## src/rtl/core/pdf_pkg.sv

```systemverilog
// Package for the packet deframer: result kinds, queue command layout,
// buffer release record and the CRC-16 byte update.
// No dependencies.
package pdf_pkg;

   // Result kinds carried on the result channel's tuser
   typedef enum logic [1:0] {
      KIND_PAYLOAD = 2'd0,
      KIND_COMMAND = 2'd1,
      KIND_CRC_ERR = 2'd2
   } kind_type;

   localparam logic [15:0] CRC_POLY = 16'h1021;
   localparam logic [15:0] CRC_TOP  = 16'h8000;

   // Command queue between parser and result sequencer
   localparam int QUEUE_DEPTH = 4;

   typedef struct packed {
      kind_type    kind;
      logic [7:0]  frame_type;
      logic [6:0]  frame_length;
      logic        bank;
   } cmd_type;

   // Payload buffer bank handed back by the sequencer
   typedef struct packed {
      logic valid;
      logic bank;
   } release_type;

   // CRC-16, poly 0x1021, MSB first, one byte
   function automatic logic [15:0] crc16_update(input logic [15:0] crc,
                                                input logic [7:0]  data);
      logic [15:0] c;
      c = crc ^ {data, 8'h00};
      for (int k = 0; k < 8; k++) begin
         if ((c & CRC_TOP) != 16'h0000) begin
            c = {c[14:0], 1'b0} ^ CRC_POLY;
         end else begin
            c = {c[14:0], 1'b0};
         end
      end
      return c;
   endfunction

endpackage

```

## src/rtl/core/packet_deframer_crc16_unit.sv

```systemverilog
// Packet deframer with CRC-16 check: top level.
// Depends on pdf_pkg, pdf_front, pdf_queue, pdf_back, pdf_ram.
//
// Usage: received bytes enter on req_* one per beat. Frames are
// sync1, sync2, type, length, payload, CRC high, CRC low; the CRC-16
// (poly 0x1021, init 0, MSB first) covers the payload only. Sync bytes
// are set through csr_* (index 0 first, 1 second; reset 0xAA and 0x55).
// Results leave on rsp_*: one beat per payload byte of a good frame, one
// command beat for a zero length, one error beat on a CRC mismatch;
// rsp_tlast marks the final beat belonging to a frame.
// Throughput: one input byte per cycle and one result beat per cycle.
// The parser pushes a command into a four-deep queue; payload sits in two
// RAM banks, so the next frame's header and payload are taken while the
// previous frame drains. Input stalls only when the queue is full or the
// bank to be filled is still draining.
// The first result beat of a frame follows the CRC low byte (or the zero
// length byte) through the queue, the read stage and the output register.
// Reset returns the parser to header hunt and empties queue and output;
// there is no clearing pass. A stalled receiver holds rsp_* steady.
module packet_deframer_crc16_unit
   import pdf_pkg::*;
#(
   parameter int MAX_PAYLOAD = 64
) (
   input  logic        clock,
   input  logic        reset,
   // slave side: tdata[7:0] rx_byte
   input  logic        req_tvalid,
   output logic        req_tready,
   input  logic [7:0]  req_tdata,
   // master side: tdata[7:0] frame_type, [15:8] payload_byte,
   // [21:16] byte_position, [28:22] frame_length, [31:29] zero
   output logic        rsp_tvalid,
   input  logic        rsp_tready,
   output logic [31:0] rsp_tdata,
   output logic        rsp_tlast,
   // tuser[1:0] kind
   output logic [1:0]  rsp_tuser,
   input  logic        csr_we,
   input  logic        csr_addr,
   input  logic [7:0]  csr_wdata
);

   localparam int IDX_W  = (MAX_PAYLOAD > 1) ? $clog2(MAX_PAYLOAD) : 1;
   localparam int ADDR_W = IDX_W + 1;
   localparam int DEPTH  = 2 ** ADDR_W;

   logic              wr_en;
   logic [ADDR_W-1:0] wr_addr;
   logic [7:0]        wr_data;
   logic              rd_en;
   logic [ADDR_W-1:0] rd_addr;
   logic [7:0]        rd_data;
   logic              push;
   cmd_type           push_cmd;
   logic              q_full;
   logic              pop;
   logic              q_not_empty;
   cmd_type           head_cmd;
   release_type       rel;
   kind_type          kind;
   logic [7:0]        frame_type;
   logic [7:0]        payload_byte;
   logic [5:0]        byte_position;
   logic [6:0]        frame_length;

   pdf_front #(.MAX_PAYLOAD(MAX_PAYLOAD), .IDX_W(IDX_W)) u_front (
      .clock      (clock),
      .reset      (reset),
      .req_tvalid (req_tvalid),
      .req_tready (req_tready),
      .rx_byte    (req_tdata),
      .csr_we     (csr_we),
      .csr_addr   (csr_addr),
      .csr_wdata  (csr_wdata),
      .buf_we     (wr_en),
      .buf_addr   (wr_addr),
      .buf_data   (wr_data),
      .push       (push),
      .push_cmd   (push_cmd),
      .queue_full (q_full),
      .rel        (rel)
   );

   pdf_queue u_queue (
      .clock     (clock),
      .reset     (reset),
      .push      (push),
      .push_cmd  (push_cmd),
      .full      (q_full),
      .pop       (pop),
      .not_empty (q_not_empty),
      .head_cmd  (head_cmd)
   );

   pdf_ram #(.WIDTH(8), .DEPTH(DEPTH)) u_ram (
      .clock   (clock),
      .wr_en   (wr_en),
      .wr_addr (wr_addr),
      .wr_data (wr_data),
      .rd_en   (rd_en),
      .rd_addr (rd_addr),
      .rd_data (rd_data)
   );

   pdf_back #(.IDX_W(IDX_W)) u_back (
      .clock             (clock),
      .reset             (reset),
      .queue_not_empty   (q_not_empty),
      .head_cmd          (head_cmd),
      .pop               (pop),
      .rel               (rel),
      .buf_re            (rd_en),
      .buf_addr          (rd_addr),
      .buf_rdata         (rd_data),
      .rsp_tvalid        (rsp_tvalid),
      .rsp_tready        (rsp_tready),
      .rsp_kind          (kind),
      .rsp_frame_type    (frame_type),
      .rsp_payload_byte  (payload_byte),
      .rsp_byte_position (byte_position),
      .rsp_frame_length  (frame_length),
      .rsp_last          (rsp_tlast)
   );

   // Pack result fields
   assign rsp_tdata = {3'b000, frame_length, byte_position, payload_byte, frame_type};
   assign rsp_tuser = kind;

endmodule

```

## src/rtl/core/pdf_ram.sv

```systemverilog
// Generic single-write, single-read RAM with registered read data.
// No dependencies.
module pdf_ram #(
   parameter int WIDTH = 8,
   parameter int DEPTH = 128
) (
   input  logic                     clock,
   input  logic                     wr_en,
   input  logic [$clog2(DEPTH)-1:0] wr_addr,
   input  logic [WIDTH-1:0]         wr_data,
   input  logic                     rd_en,
   input  logic [$clog2(DEPTH)-1:0] rd_addr,
   output logic [WIDTH-1:0]         rd_data
);

   logic [WIDTH-1:0] mem_ff [DEPTH];
   logic [WIDTH-1:0] rd_data_ff;

   // Write port
   always_ff @(posedge clock) begin
      if (wr_en) begin
         mem_ff[wr_addr] <= wr_data;
      end
   end

   // Read port, data held while not enabled
   always_ff @(posedge clock) begin
      if (rd_en) begin
         rd_data_ff <= mem_ff[rd_addr];
      end
   end

   assign rd_data = rd_data_ff;

endmodule

```

## src/rtl/core/pdf_queue.sv

```systemverilog
// Short command queue between the frame parser and the result sequencer.
// Depends on pdf_pkg.
module pdf_queue
   import pdf_pkg::*;
(
   input  logic    clock,
   input  logic    reset,
   input  logic    push,
   input  cmd_type push_cmd,
   output logic    full,
   input  logic    pop,
   output logic    not_empty,
   output cmd_type head_cmd
);

   localparam int PTR_W = $clog2(QUEUE_DEPTH);
   localparam int CNT_W = $clog2(QUEUE_DEPTH + 1);

   cmd_type            entry_ff [QUEUE_DEPTH];
   logic [PTR_W-1:0]   wr_ptr_ff;
   logic [PTR_W-1:0]   rd_ptr_ff;
   logic [CNT_W-1:0]   count_ff;

   assign full      = (count_ff == CNT_W'(QUEUE_DEPTH));
   assign not_empty = (count_ff != '0);
   assign head_cmd  = entry_ff[rd_ptr_ff];

   // Store pushed commands
   always_ff @(posedge clock) begin
      if (push) begin
         entry_ff[wr_ptr_ff] <= push_cmd;
      end
   end

   // Advance pointers and fill count
   always_ff @(posedge clock) begin
      if (reset) begin
         wr_ptr_ff <= '0;
         rd_ptr_ff <= '0;
         count_ff  <= '0;
      end else begin
         if (push) begin
            wr_ptr_ff <= wr_ptr_ff + 1'b1;
         end
         if (pop) begin
            rd_ptr_ff <= rd_ptr_ff + 1'b1;
         end
         case ({push, pop})
            2'b10:   count_ff <= count_ff + 1'b1;
            2'b01:   count_ff <= count_ff - 1'b1;
            default: count_ff <= count_ff;
         endcase
      end
   end

   assert property (@(posedge clock) disable iff (reset) push |-> !full)
      else $error("command pushed into a full queue");

   assert property (@(posedge clock) disable iff (reset) pop |-> not_empty)
      else $error("command popped from an empty queue");

endmodule

```

## src/rtl/core/pdf_front.sv

```systemverilog
// Frame parser: hunts for the header, checks length, buffers payload into
// one of two banks, runs the CRC and pushes one command per frame that passes the length check.
// Depends on pdf_pkg.
module pdf_front
   import pdf_pkg::*;
#(
   parameter int MAX_PAYLOAD = 64,
   parameter int IDX_W       = 6
) (
   input  logic             clock,
   input  logic             reset,
   input  logic             req_tvalid,
   output logic             req_tready,
   input  logic [7:0]       rx_byte,
   input  logic             csr_we,
   input  logic             csr_addr,
   input  logic [7:0]       csr_wdata,
   output logic             buf_we,
   output logic [IDX_W:0]   buf_addr,
   output logic [7:0]       buf_data,
   output logic             push,
   output cmd_type          push_cmd,
   input  logic             queue_full,
   input  release_type      rel
);

   localparam logic [7:0] MAX_LEN = 8'(MAX_PAYLOAD);

   typedef enum logic [2:0] {
      PH_HUNT1 = 3'd0,
      PH_HUNT2 = 3'd1,
      PH_TYPE  = 3'd2,
      PH_LEN   = 3'd3,
      PH_DATA  = 3'd4,
      PH_CRCHI = 3'd5,
      PH_CRCLO = 3'd6
   } phase_type;

   localparam logic CSR_FIRST_SYNC  = 1'b0;
   localparam logic CSR_SECOND_SYNC = 1'b1;

   phase_type   phase_ff, phase_in;
   logic [7:0]  type_ff, type_in;
   logic [6:0]  len_ff, len_in;
   logic [6:0]  count_ff, count_in;
   logic [7:0]  crchi_ff, crchi_in;
   logic [15:0] crc_ff, crc_in;
   logic        bank_ff, bank_in;
   logic [1:0]  busy_ff, busy_in;
   logic [7:0]  sync1_ff;
   logic [7:0]  sync2_ff;
   logic        accept;
   logic        good_push;
   logic [6:0]  count_inc;

   // Stall on a full queue, or on payload into a bank still draining
   assign req_tready = !queue_full && !(phase_ff == PH_DATA && busy_ff[bank_ff]);
   assign accept     = req_tvalid && req_tready;
   assign count_inc  = count_ff + 7'd1;

   assign buf_addr = {bank_ff, count_ff[IDX_W-1:0]};
   assign buf_data = rx_byte;

   // Parse one byte
   always_comb begin
      phase_in  = phase_ff;
      type_in   = type_ff;
      len_in    = len_ff;
      count_in  = count_ff;
      crchi_in  = crchi_ff;
      crc_in    = crc_ff;
      bank_in   = bank_ff;
      buf_we    = 1'b0;
      push      = 1'b0;
      good_push = 1'b0;
      push_cmd  = '{kind: KIND_COMMAND, frame_type: type_ff,
                    frame_length: 7'd0, bank: bank_ff};
      if (accept) begin
         unique case (phase_ff)
            PH_HUNT1: begin
               if (rx_byte == sync1_ff) begin
                  phase_in = PH_HUNT2;
               end
            end
            PH_HUNT2: begin
               phase_in = (rx_byte == sync2_ff) ? PH_TYPE : PH_HUNT1;
            end
            PH_TYPE: begin
               type_in  = rx_byte;
               phase_in = PH_LEN;
            end
            PH_LEN: begin
               if (rx_byte == 8'd0) begin
                  len_in   = 7'd0;
                  push     = 1'b1;
                  phase_in = PH_HUNT1;
               end else if (rx_byte > MAX_LEN) begin
                  phase_in = PH_HUNT1;
               end else begin
                  len_in   = rx_byte[6:0];
                  count_in = 7'd0;
                  crc_in   = 16'h0000;
                  phase_in = PH_DATA;
               end
            end
            PH_DATA: begin
               buf_we   = 1'b1;
               crc_in   = crc16_update(crc_ff, rx_byte);
               count_in = count_inc;
               if (count_inc >= len_ff) begin
                  phase_in = PH_CRCHI;
               end
            end
            PH_CRCHI: begin
               crchi_in = rx_byte;
               phase_in = PH_CRCLO;
            end
            PH_CRCLO: begin
               push                  = 1'b1;
               push_cmd.frame_length = len_ff;
               if ({crchi_ff, rx_byte} == crc_ff) begin
                  push_cmd.kind = KIND_PAYLOAD;
                  good_push     = 1'b1;
                  bank_in       = !bank_ff;
               end else begin
                  push_cmd.kind = KIND_CRC_ERR;
               end
               phase_in = PH_HUNT1;
            end
            default: begin
               phase_in = PH_HUNT1;
            end
         endcase
      end
   end

   // Track banks owned by queued or draining frames
   always_comb begin
      busy_in = busy_ff;
      if (rel.valid) begin
         busy_in[rel.bank] = 1'b0;
      end
      if (good_push) begin
         busy_in[bank_ff] = 1'b1;
      end
   end

   // Hold parser state
   always_ff @(posedge clock) begin
      if (reset) begin
         phase_ff <= PH_HUNT1;
         type_ff  <= 8'd0;
         len_ff   <= 7'd0;
         count_ff <= 7'd0;
         crchi_ff <= 8'd0;
         crc_ff   <= 16'h0000;
         bank_ff  <= 1'b0;
         busy_ff  <= 2'b00;
      end else begin
         phase_ff <= phase_in;
         type_ff  <= type_in;
         len_ff   <= len_in;
         count_ff <= count_in;
         crchi_ff <= crchi_in;
         crc_ff   <= crc_in;
         bank_ff  <= bank_in;
         busy_ff  <= busy_in;
      end
   end

   // Sync byte registers
   always_ff @(posedge clock) begin
      if (reset) begin
         sync1_ff <= 8'hAA;
         sync2_ff <= 8'h55;
      end else if (csr_we) begin
         case (csr_addr)
            CSR_FIRST_SYNC:  sync1_ff <= csr_wdata;
            CSR_SECOND_SYNC: sync2_ff <= csr_wdata;
            default:         sync1_ff <= sync1_ff;
         endcase
      end
   end

   assert property (@(posedge clock) disable iff (reset) buf_we |-> !busy_ff[bank_ff])
      else $error("payload written into a bank that is still draining");

   assert property (@(posedge clock) disable iff (reset) rel.valid |-> busy_ff[rel.bank])
      else $error("release of a bank that was not held");

endmodule

```

## src/rtl/core/pdf_back.sv

```systemverilog
// Result sequencer: pops frame commands, reads buffered payload and drives
// the result channel through a read stage and an output register.
// Depends on pdf_pkg.
module pdf_back
   import pdf_pkg::*;
#(
   parameter int IDX_W = 6
) (
   input  logic            clock,
   input  logic            reset,
   input  logic            queue_not_empty,
   input  cmd_type         head_cmd,
   output logic            pop,
   output release_type     rel,
   output logic            buf_re,
   output logic [IDX_W:0]  buf_addr,
   input  logic [7:0]      buf_rdata,
   output logic            rsp_tvalid,
   input  logic            rsp_tready,
   output kind_type        rsp_kind,
   output logic [7:0]      rsp_frame_type,
   output logic [7:0]      rsp_payload_byte,
   output logic [5:0]      rsp_byte_position,
   output logic [6:0]      rsp_frame_length,
   output logic            rsp_last
);

   typedef enum logic {
      ST_IDLE   = 1'b0,
      ST_STREAM = 1'b1
   } state_type;

   state_type   st_ff;
   logic [6:0]  idx_ff;
   logic [7:0]  ctype_ff;
   logic [6:0]  clen_ff;
   logic        cbank_ff;

   // Read stage, aligned with RAM read data
   logic        s1_valid_ff;
   kind_type    s1_kind_ff;
   logic [7:0]  s1_type_ff;
   logic [5:0]  s1_pos_ff;
   logic [6:0]  s1_len_ff;
   logic        s1_last_ff;

   // Output register
   logic        out_valid_ff;
   kind_type    out_kind_ff;
   logic [7:0]  out_type_ff;
   logic [7:0]  out_byte_ff;
   logic [5:0]  out_pos_ff;
   logic [6:0]  out_len_ff;
   logic        out_last_ff;

   logic        out_free;
   logic        s1_free;
   logic        load_s1;
   kind_type    ld_kind;
   logic [7:0]  ld_type;
   logic [6:0]  ld_idx;
   logic [6:0]  ld_len;
   logic        ld_last;
   logic        ld_bank;

   assign out_free = !out_valid_ff || rsp_tready;
   assign s1_free  = !s1_valid_ff || out_free;
   assign load_s1  = s1_free && (st_ff == ST_STREAM || queue_not_empty);
   assign pop      = load_s1 && st_ff == ST_IDLE;

   // Choose what enters the read stage
   always_comb begin
      if (st_ff == ST_STREAM) begin
         ld_kind = KIND_PAYLOAD;
         ld_type = ctype_ff;
         ld_idx  = idx_ff;
         ld_len  = clen_ff;
         ld_bank = cbank_ff;
      end else begin
         ld_kind = head_cmd.kind;
         ld_type = head_cmd.frame_type;
         ld_idx  = 7'd0;
         ld_len  = head_cmd.frame_length;
         ld_bank = head_cmd.bank;
      end
      ld_last = (ld_kind != KIND_PAYLOAD) || (ld_idx + 7'd1 == ld_len);
   end

   assign buf_re      = load_s1 && ld_kind == KIND_PAYLOAD;
   assign buf_addr    = {ld_bank, ld_idx[IDX_W-1:0]};
   assign rel.valid   = buf_re && ld_last;
   assign rel.bank    = ld_bank;

   // Walk the payload of a good frame
   always_ff @(posedge clock) begin
      if (reset) begin
         st_ff  <= ST_IDLE;
         idx_ff <= 7'd0;
      end else if (load_s1) begin
         unique case (st_ff)
            ST_IDLE: begin
               if (ld_kind == KIND_PAYLOAD && !ld_last) begin
                  st_ff  <= ST_STREAM;
                  idx_ff <= 7'd1;
               end
            end
            ST_STREAM: begin
               if (ld_last) begin
                  st_ff <= ST_IDLE;
               end
               idx_ff <= idx_ff + 7'd1;
            end
            default: st_ff <= ST_IDLE;
         endcase
      end
   end

   // Capture the command being walked
   always_ff @(posedge clock) begin
      if (pop) begin
         ctype_ff <= head_cmd.frame_type;
         clen_ff  <= head_cmd.frame_length;
         cbank_ff <= head_cmd.bank;
      end
   end

   // Advance the read stage
   always_ff @(posedge clock) begin
      if (reset) begin
         s1_valid_ff <= 1'b0;
      end else if (s1_free) begin
         s1_valid_ff <= load_s1;
      end
   end

   always_ff @(posedge clock) begin
      if (load_s1) begin
         s1_kind_ff <= ld_kind;
         s1_type_ff <= ld_type;
         s1_pos_ff  <= ld_idx[5:0];
         s1_len_ff  <= (ld_kind == KIND_COMMAND) ? 7'd0 : ld_len;
         s1_last_ff <= ld_last;
      end
   end

   // Output register, held while the receiver stalls
   always_ff @(posedge clock) begin
      if (reset) begin
         out_valid_ff <= 1'b0;
      end else if (out_free) begin
         out_valid_ff <= s1_valid_ff;
      end
   end

   always_ff @(posedge clock) begin
      if (out_free && s1_valid_ff) begin
         out_kind_ff <= s1_kind_ff;
         out_type_ff <= s1_type_ff;
         out_byte_ff <= (s1_kind_ff == KIND_PAYLOAD) ? buf_rdata : 8'd0;
         out_pos_ff  <= s1_pos_ff;
         out_len_ff  <= s1_len_ff;
         out_last_ff <= s1_last_ff;
      end
   end

   assign rsp_tvalid        = out_valid_ff;
   assign rsp_kind          = out_kind_ff;
   assign rsp_frame_type    = out_type_ff;
   assign rsp_payload_byte  = out_byte_ff;
   assign rsp_byte_position = out_pos_ff;
   assign rsp_frame_length  = out_len_ff;
   assign rsp_last          = out_last_ff;

   assert property (@(posedge clock) disable iff (reset)
                    (out_valid_ff && out_kind_ff != KIND_PAYLOAD)
                    |-> (out_byte_ff == 8'd0 && out_pos_ff == 6'd0 && out_last_ff))
      else $error("command or error result with payload fields set");

endmodule
```

## config.mk

```make
export PLATFORM = sky130hd
export DESIGN_NAME = packet_deframer_crc16_unit
export DESIGN_NICKNAME = d
export VERILOG_FILES = /design/src/rtl/core/pdf_pkg.sv /design/src/rtl/core/packet_deframer_crc16_unit.sv /design/src/rtl/core/pdf_ram.sv /design/src/rtl/core/pdf_queue.sv /design/src/rtl/core/pdf_front.sv /design/src/rtl/core/pdf_back.sv
export SDC_FILE = /design/constraint.sdc
export NUM_CORES = 2
export LEC_CHECK = 0
export BUFFER_PORTS_ARGS = -buffer_cell sky130_fd_sc_hd__buf_4
export CORE_AREA = 2 2 320 290
export CTS_CLUSTER_SIZE = 8
export DETAILED_ROUTE_END_ITERATION = 7
export DIE_AREA = 0 0 322 292
export HOLD_SLACK_MARGIN = 0.15
export PLACE_DENSITY = 0.7
export SKIP_LAST_GASP = 1
export SYNTH_ARGS = -nofsm -noshare
export SYNTH_HDL_FRONTEND = slang
export SYNTH_SLANG_ARGS = --single-unit
```

## constraint.sdc

```tcl
create_clock -name clock -period 4 [get_ports clock]
set_input_delay 1 -clock clock [delete_from_list [all_inputs] [get_ports clock]]
set_output_delay 1 -clock clock [all_outputs]
set_load 0.01 [all_outputs]
```

== After elaboration in Yosys (flattened, before gate mapping) ==
Memory sizes are Yosys's and may differ from the RTL's. A register that Yosys moved wholly into a read port is not among the register bits.
Index checks and enable logic that the tools add are counted.
Word-level totals
  flip-flop bits (word level): 157
  bits in latches: 0
  bits in writable memories: 1096
  bits in read-only memories: 0
  input port bits: 22
  output and inout bits: 37
  word-level logic and storage cells: 192
  memories kept: 2
Memory list
  u_ram.mem_ff: words 128, bits a word 8, rd ports 1, clocked after memory_dff 1, wr ports 1, RTL line pdf_ram.sv:16  | logic [WIDTH-1:0] mem_ff [DEPTH];
  u_queue.entry_ff: words 4, bits a word 18, rd ports 1, clocked after memory_dff 1, wr ports 1, RTL line pdf_queue.sv:19  | cmd_type entry_ff [QUEUE_DEPTH];
Operators by class
  add/sub/neg operators: 7
  $mul: 0
  div/mod/pow operators: 0
  $lt $le $gt $ge: 6
  eq/ne operators: 20
  shifts and indexed selects: 0
  multiplexer cells: 74
  bitwise logic cells: 14
  reductions and logical operators: 38
Operator list (number)
  16-bit 2-to-1 mux: 16
  13-bit 2-to-1 mux: 8
  7-bit 2-to-1 mux: 9
  16-bit case mux with 2 select lines: 1
  7-bit case mux with 2 select lines: 2
  3-bit inverter: 8
  7-bit by 1-bit adder with 7-bit output (second input constant): 3
  1-bit 2-to-1 mux: 18
  2-bit 2-to-1 mux: 9
  3-bit case mux with 6 select lines: 1
  16-bit equality test: 1
  8-bit equality test: 2
  16-bit bitwise XOR: 1
  3-bit equality test (second input constant): 4
  3-bit 2-to-1 mux: 4
  1-bit logical AND: 11
  2-bit AND reduction: 5
  3-bit AND reduction: 3
  8-bit by 7-bit greater-than comparator with 1-bit output (second input constant): 1
  8-bit zero test: 1
  8-bit 2-to-1 mux: 1
  2-bit inequality test (second input constant): 4
  7-bit equality test: 1
  7-bit >= comparator: 1
  other kinds (24): 44

== Logic depth before layout (Yosys ltp) ==
  depth after elaboration: 34
  mapped depth: 12
  mapped depth without buffers: 11

== By module ==
A second synthesis with hierarchy kept.
Second synthesis, totals
  cells, all modules: 2426
  area total of the unflattened synthesis: 49814.0 um^2
Modules (own cells, without submodules)
  pdf_ram: instances 1, cells each 1635, area each 39745.6 um^2, sequential area each 30989.7 um^2
  pdf_front: instances 1, cells each 425, area each 3637.2 um^2, sequential area each 1361.3 um^2
  pdf_back: instances 1, cells each 225, area each 3339.5 um^2, sequential area each 2362.3 um^2
  pdf_queue: instances 1, cells each 137, area each 3065.4 um^2, sequential area each 2342.2 um^2
  packet_deframer_crc16_unit: instances 1, cells each 4, area each 26.3 um^2, sequential area each 0.0 um^2

== Least setup slack after synthesis ==
Ideal clock, no wire load.
  path type: input to register
  from: input port rsp_tready
  to: register u_queue.count_ff[2]
  setup time: 70 ps
  data arrival time: 3445 ps
  data required time: 3930 ps
  path slack: 485 ps
  stages: 9
  path buffers: 0
  cell sequence: nor2b_1 -> a21o_1 -> nor2_1 -> ha_1 -> inv_1 -> fa_1 -> xor2_1 -> or3_1 -> a21oi_1
Between the ends
  cells in the longest elaborated chain, start to end: 6
  elaborated cells between the ends (all ways): 8
  classes of those cells: eq/ne: 2; mux: 1; reduce/logical: 5
Ends and longest elaborated chain
  start: declaration: RTL line packet_deframer_crc16_unit.sv:34  | input logic rsp_tready,
  1-bit logical OR *: RTL line pdf_back.sv:66  | assign out_free = !out_valid_ff || rsp_tready;
  1-bit logical OR *: RTL line pdf_back.sv:67  | assign s1_free = !s1_valid_ff || out_free;
  1-bit logical AND *: RTL line pdf_back.sv:68  | assign load_s1 = s1_free && (st_ff == ST_STREAM || queue_not_empty);
  1-bit logical AND *: RTL line pdf_back.sv:69  | assign pop = load_s1 && st_ff == ST_IDLE;
  named net pop: RTL line packet_deframer_crc16_unit.sv:57  | logic pop;
  2-bit by 1-bit equality test with 1-bit output or 2-bit equality test (tied branches): RTL line pdf_queue.sv:48  | case ({push, pop})
  3-bit case mux with 2 select lines or 2-bit nonzero test (tied branches)
  end signal: assignment: RTL line pdf_queue.sv:49  | 2'b10: count_ff <= count_ff + 1'b1;
  end signal: assignment: RTL line pdf_queue.sv:50  | 2'b01: count_ff <= count_ff - 1'b1;
  end signal: assignment: RTL line pdf_queue.sv:51  | default: count_ff <= count_ff;
  end: declaration: RTL line pdf_queue.sv:22  | logic [CNT_W-1:0] count_ff;
Mark *: on every way through the listed nets, which the timed path passes. The rest lies on a longest branch.
A chain may end at the register's enable or synchronous reset.

== Worst setup path after layout ==
  from: register u_back.idx_ff[2]
  to: register u_ram.rd_data_ff[7], in the netlist u_ram.rd_data[7], read port of u_ram.mem_ff (data pin)
Between the ends
  cells in the longest elaborated chain, start to end: 1
Ends and longest elaborated chain
  start: declaration: RTL line pdf_back.sv:34  | logic [6:0] idx_ff;
  start signal: assignment: RTL line pdf_back.sv:111  | idx_ff <= idx_ff + 7'd1;
  7-bit 2-to-1 mux: RTL line pdf_back.sv:73  | if (st_ff == ST_STREAM) begin
  end: declaration: RTL line pdf_ram.sv:17  | logic [WIDTH-1:0] rd_data_ff;
No other way between the ends.

==> flow_summary.toml <==
[yosys]
yosys_register_bits = 1263
yosysSeqAreaShare_pct = 74.9
synth.distinct_cells = 55
synth_area_per_cell_um2 = 16.6
synthArstFlopShare_pct = 0
synth_edf_count = 1176
synth_ff_type = "edfxtp_1"
synth_cells = 2979
netlist_area_mm2 = 0.0495
ys_warn_count = 0

[global_route]
grt_start_max_net_pins = 108
track_usage_pct = 25.8
grt_first_pass_wirelength_um = 178000
grt_pass1_vias = 27800
grt_overflow = 0
grt_antenna_before_repair = 1

[layout]
layout.nets = 3175
largestRegisters = "u_ram.mem_ff x1024, u_queue.entry_ff x72, u_front.crc_ff x16"
syn2layout_area_growth_pct = 14.6
nFillCells = 6299
largest_reg_flops = 1024
antennaDiodeCount = 0
stdcell_count = 4403
final_layout_size_suffix_gt1_share_pct = 16.4
top_register = "u_ram.mem_ff"
fin_util_pct = 62.5

[clocking]
post_cts_buffers = 0
clockBufferDepth = 3
cts_resized = 0
cts.sinks = 1263
cts_made_buffers = 176
cts-root-buf = "clkbuf_16"
ctsHtreeMaxLevel = 4
cts_tree = "yes"
clock_latency_ps = 780
clk_pin_slew_worst_paths_ps = 50
hold_buffers = 0

[sta]
period_share_pct = 89.0
clock-skew-final_ps = 52.0
drv_slew = 0
setup_viol = 0
worst_pin_slew_ps = 1130
max_freq_mhz = 281
setup-tns-final_ps = 0
rsz0062_at_grt = "false"
maxSlewHeadroom_pct = 24.4
finalHoldViolations = 0
period_minus_slack_ps = 3560

[floorplan]
initial_core_util_pct = 54.6
ios = 59
core_area_mm2 = 0.0906
die-area_mm2 = 0.0940
rows = 105
die-height_um = 292
die_w_um = 322

[power_and_ir_drop]
p_seq_share_pct = 46.1
p_per_area_mw_per_mm2 = 587
p_int_uw = 25000
ir_drop_mv = 0.503
p_switching_uw = 8310
swShare_pct = 25.0
clkPwrFrac_pct = 40.9
power.combinational.fraction_pct = 13.0
p_leak_uw = 0.0183

[critical_path]
worst-setup-path-type = "flip-flop to flip-flop"
path_max_fanout = 34
cp.required_ps = 4490
critPathArrivalTime_ps = 4050
critPathLaunchType = "flip-flop"
end_kind = "flip-flop"

[detailed_routing]
drtIter0Drc = 3426
wirelength_um = 120000
drt_first_pass_iters = 6
ant_nets = 0
drc = 0
dr_total_vias = 27700
wl_per_cell_um = 27.3
viasPerCell = 6.28

[place]
dpl.cell_count = 4137
gp_congestion = 0.833
io_buffer_count = 55
hpwl_um = 72300

[job]
drv_cap = 0

[status]
status = "complete, no violations"

[worst_hold_path]
hold_path_class = "flip-flop to flip-flop"
critical path, cell delays in order (launching register included):
cell and delay, ps:
dfxtp_4 580, and2_4 400, buf_4 530, mux4_2 400, nor2_1 120, a21oi_1 70
o22ai_1 470, nor3_1 130, or4_1 530
stage by stage:
stage / area (µm²) / setup WS, ps / hold WS (ps) / total power [µW]
global route: 56700 / 389 / 424 / 34400
floorplan: 49500 / 485 / 400 / 18300
finish: 56700 / 438 / 416 / 33300
detailed placement: 51600 / 160 / 405 / 19900
global placement: 51600 / 174 / 401 / 19800
CTS: 56700 / 493 / 414 / 33500
synth_stat cells, types with 4 or more instances:
| library cell | count | share of area, % |
|---|---|---|
| buf_4 | 4 | 0.061 |
| nor4_1 | 8 | 0.10 |
| xnor2_1 | 40 | 0.71 |
| a211o_1 | 8 | 0.14 |
| buf_1 | 29 | 0.22 |
| dfxtp_1 | 87 | 3.5 |
| o221ai_1 | 127 | 2.2 |
| and3_1 | 7 | 0.089 |
| o22ai_1 | 32 | 0.40 |
| o21ai_0 | 42 | 0.43 |
| mux2_2 | 9 | 0.20 |
| or4_1 | 10 | 0.15 |
| nor2b_1 | 18 | 0.23 |
| nand3_1 | 24 | 0.24 |
| edfxtp_1 | 1176 | 71 |
| nand2_1 | 202 | 1.5 |
| nand4_1 | 9 | 0.11 |
| and2_1 | 18 | 0.23 |
| inv_1 | 20 | 0.15 |
| or3_1 | 6 | 0.076 |
| buf_2 | 10 | 0.10 |
| nor3_1 | 47 | 0.48 |
| mux2i_1 | 161 | 3.3 |
| a211oi_1 | 8 | 0.12 |
| nand2b_1 | 13 | 0.16 |
| clkbuf_1 | 140 | 1.1 |
| ha_1 | 14 | 0.35 |
| xor2_1 | 36 | 0.64 |
| nor2_1 | 324 | 2.5 |
| mux4_2 | 143 | 6.5 |
| a21oi_1 | 139 | 1.4 |
| o211ai_1 | 32 | 0.49 |
cell usage in the layout, fill, tap and decap left out, types with 9 or more instances in the layout:
| cell type | n |
|---|---|
| a21oi_1 | 139 |
| and2_1 | 17 |
| buf_12 | 10 |
| buf_4 | 154 |
| clkbuf_1 | 73 |
| clkbuf_16 | 178 |
| dfxtp_1 | 85 |
| edfxtp_1 | 1176 |
| ha_1 | 14 |
| inv_1 | 20 |
| mux2_2 | 9 |
| mux2i_1 | 161 |
| mux4_2 | 143 |
| nand2_1 | 200 |
| nand2b_1 | 12 |
| nand3_1 | 24 |
| nand4_1 | 9 |
| nor2_1 | 322 |
| nor2b_1 | 17 |
| nor3_1 | 47 |
| o211ai_1 | 32 |
| o21ai_0 | 42 |
| o221ai_1 | 127 |
| o22ai_1 | 32 |
| or4_1 | 10 |
| xnor2_1 | 40 |
| xor2_1 | 36 |
routing by layer:
layer / wire [µm] / vias up / global-route usage, %
met4: 3540 / 0 / 9.15
met2: 56100 / 1409 / 39.5
met5: 0 / - / 0
li1: - / 11900 / -
met1: 49600 / 14100 / 36.8
met3: 10900 / 208 / 5.98
cell families (layout without fill, tap and decap cells):
| group | Yosys count | count (layout) | synth area share (%) |
|---|---|---|---|
| simple gates | 697 | 697 | 6.03 |
| flops | 1263 | 1263 | 74.9 |
| xor+xnor | 76 | 76 | 1.35 |
| other cells | 1 | 3 | 0.00758 |
| compound gates | 404 | 404 | 5.51 |
| buf+inv | 207 | 452 | 1.66 |
| fa+ha+maj | 15 | 15 | 0.395 |
| mux | 316 | 316 | 10.1 |
final timing paths:
check / startpoint / end / slack [ps] / cells after the start
worst max-delay path: u_back.idx_ff[2] / u_ram.rd_data[7] / 440 / 8
worst min-delay path: u_back.s1_len_ff[5] / u_back.rsp_frame_length[5] / 420 / 0
worst max register to register: u_back.idx_ff[2] / u_ram.rd_data[7] / 440 / 8
worst min register to register: u_back.s1_len_ff[5] / u_back.rsp_frame_length[5] / 420 / 0
layout make-up:
type	count	area, µm²	area share, %
Sequential cell	1263	37100	65.4
Multi-Input combinational cell	1511	11600	20.5
Clock buffer	251	4730	8.34
Tap cell	1177	1470	2.60
Timing Repair Buffer	164	1360	2.39
Clock inverter	15	358	0.631
Inverter	22	87.6	0.154
power by group through the flow:
stage	combinational [µW]	sequential, µW	clock [µW]
finish	4330	15400	13600
global route	4630	15400	14400
CTS	4340	15400	13800
detailed placement	4310	15600	0
global placement	4210	15600	0
floorplan	2830	15500	0
Power figures use the tool's default switching activity.
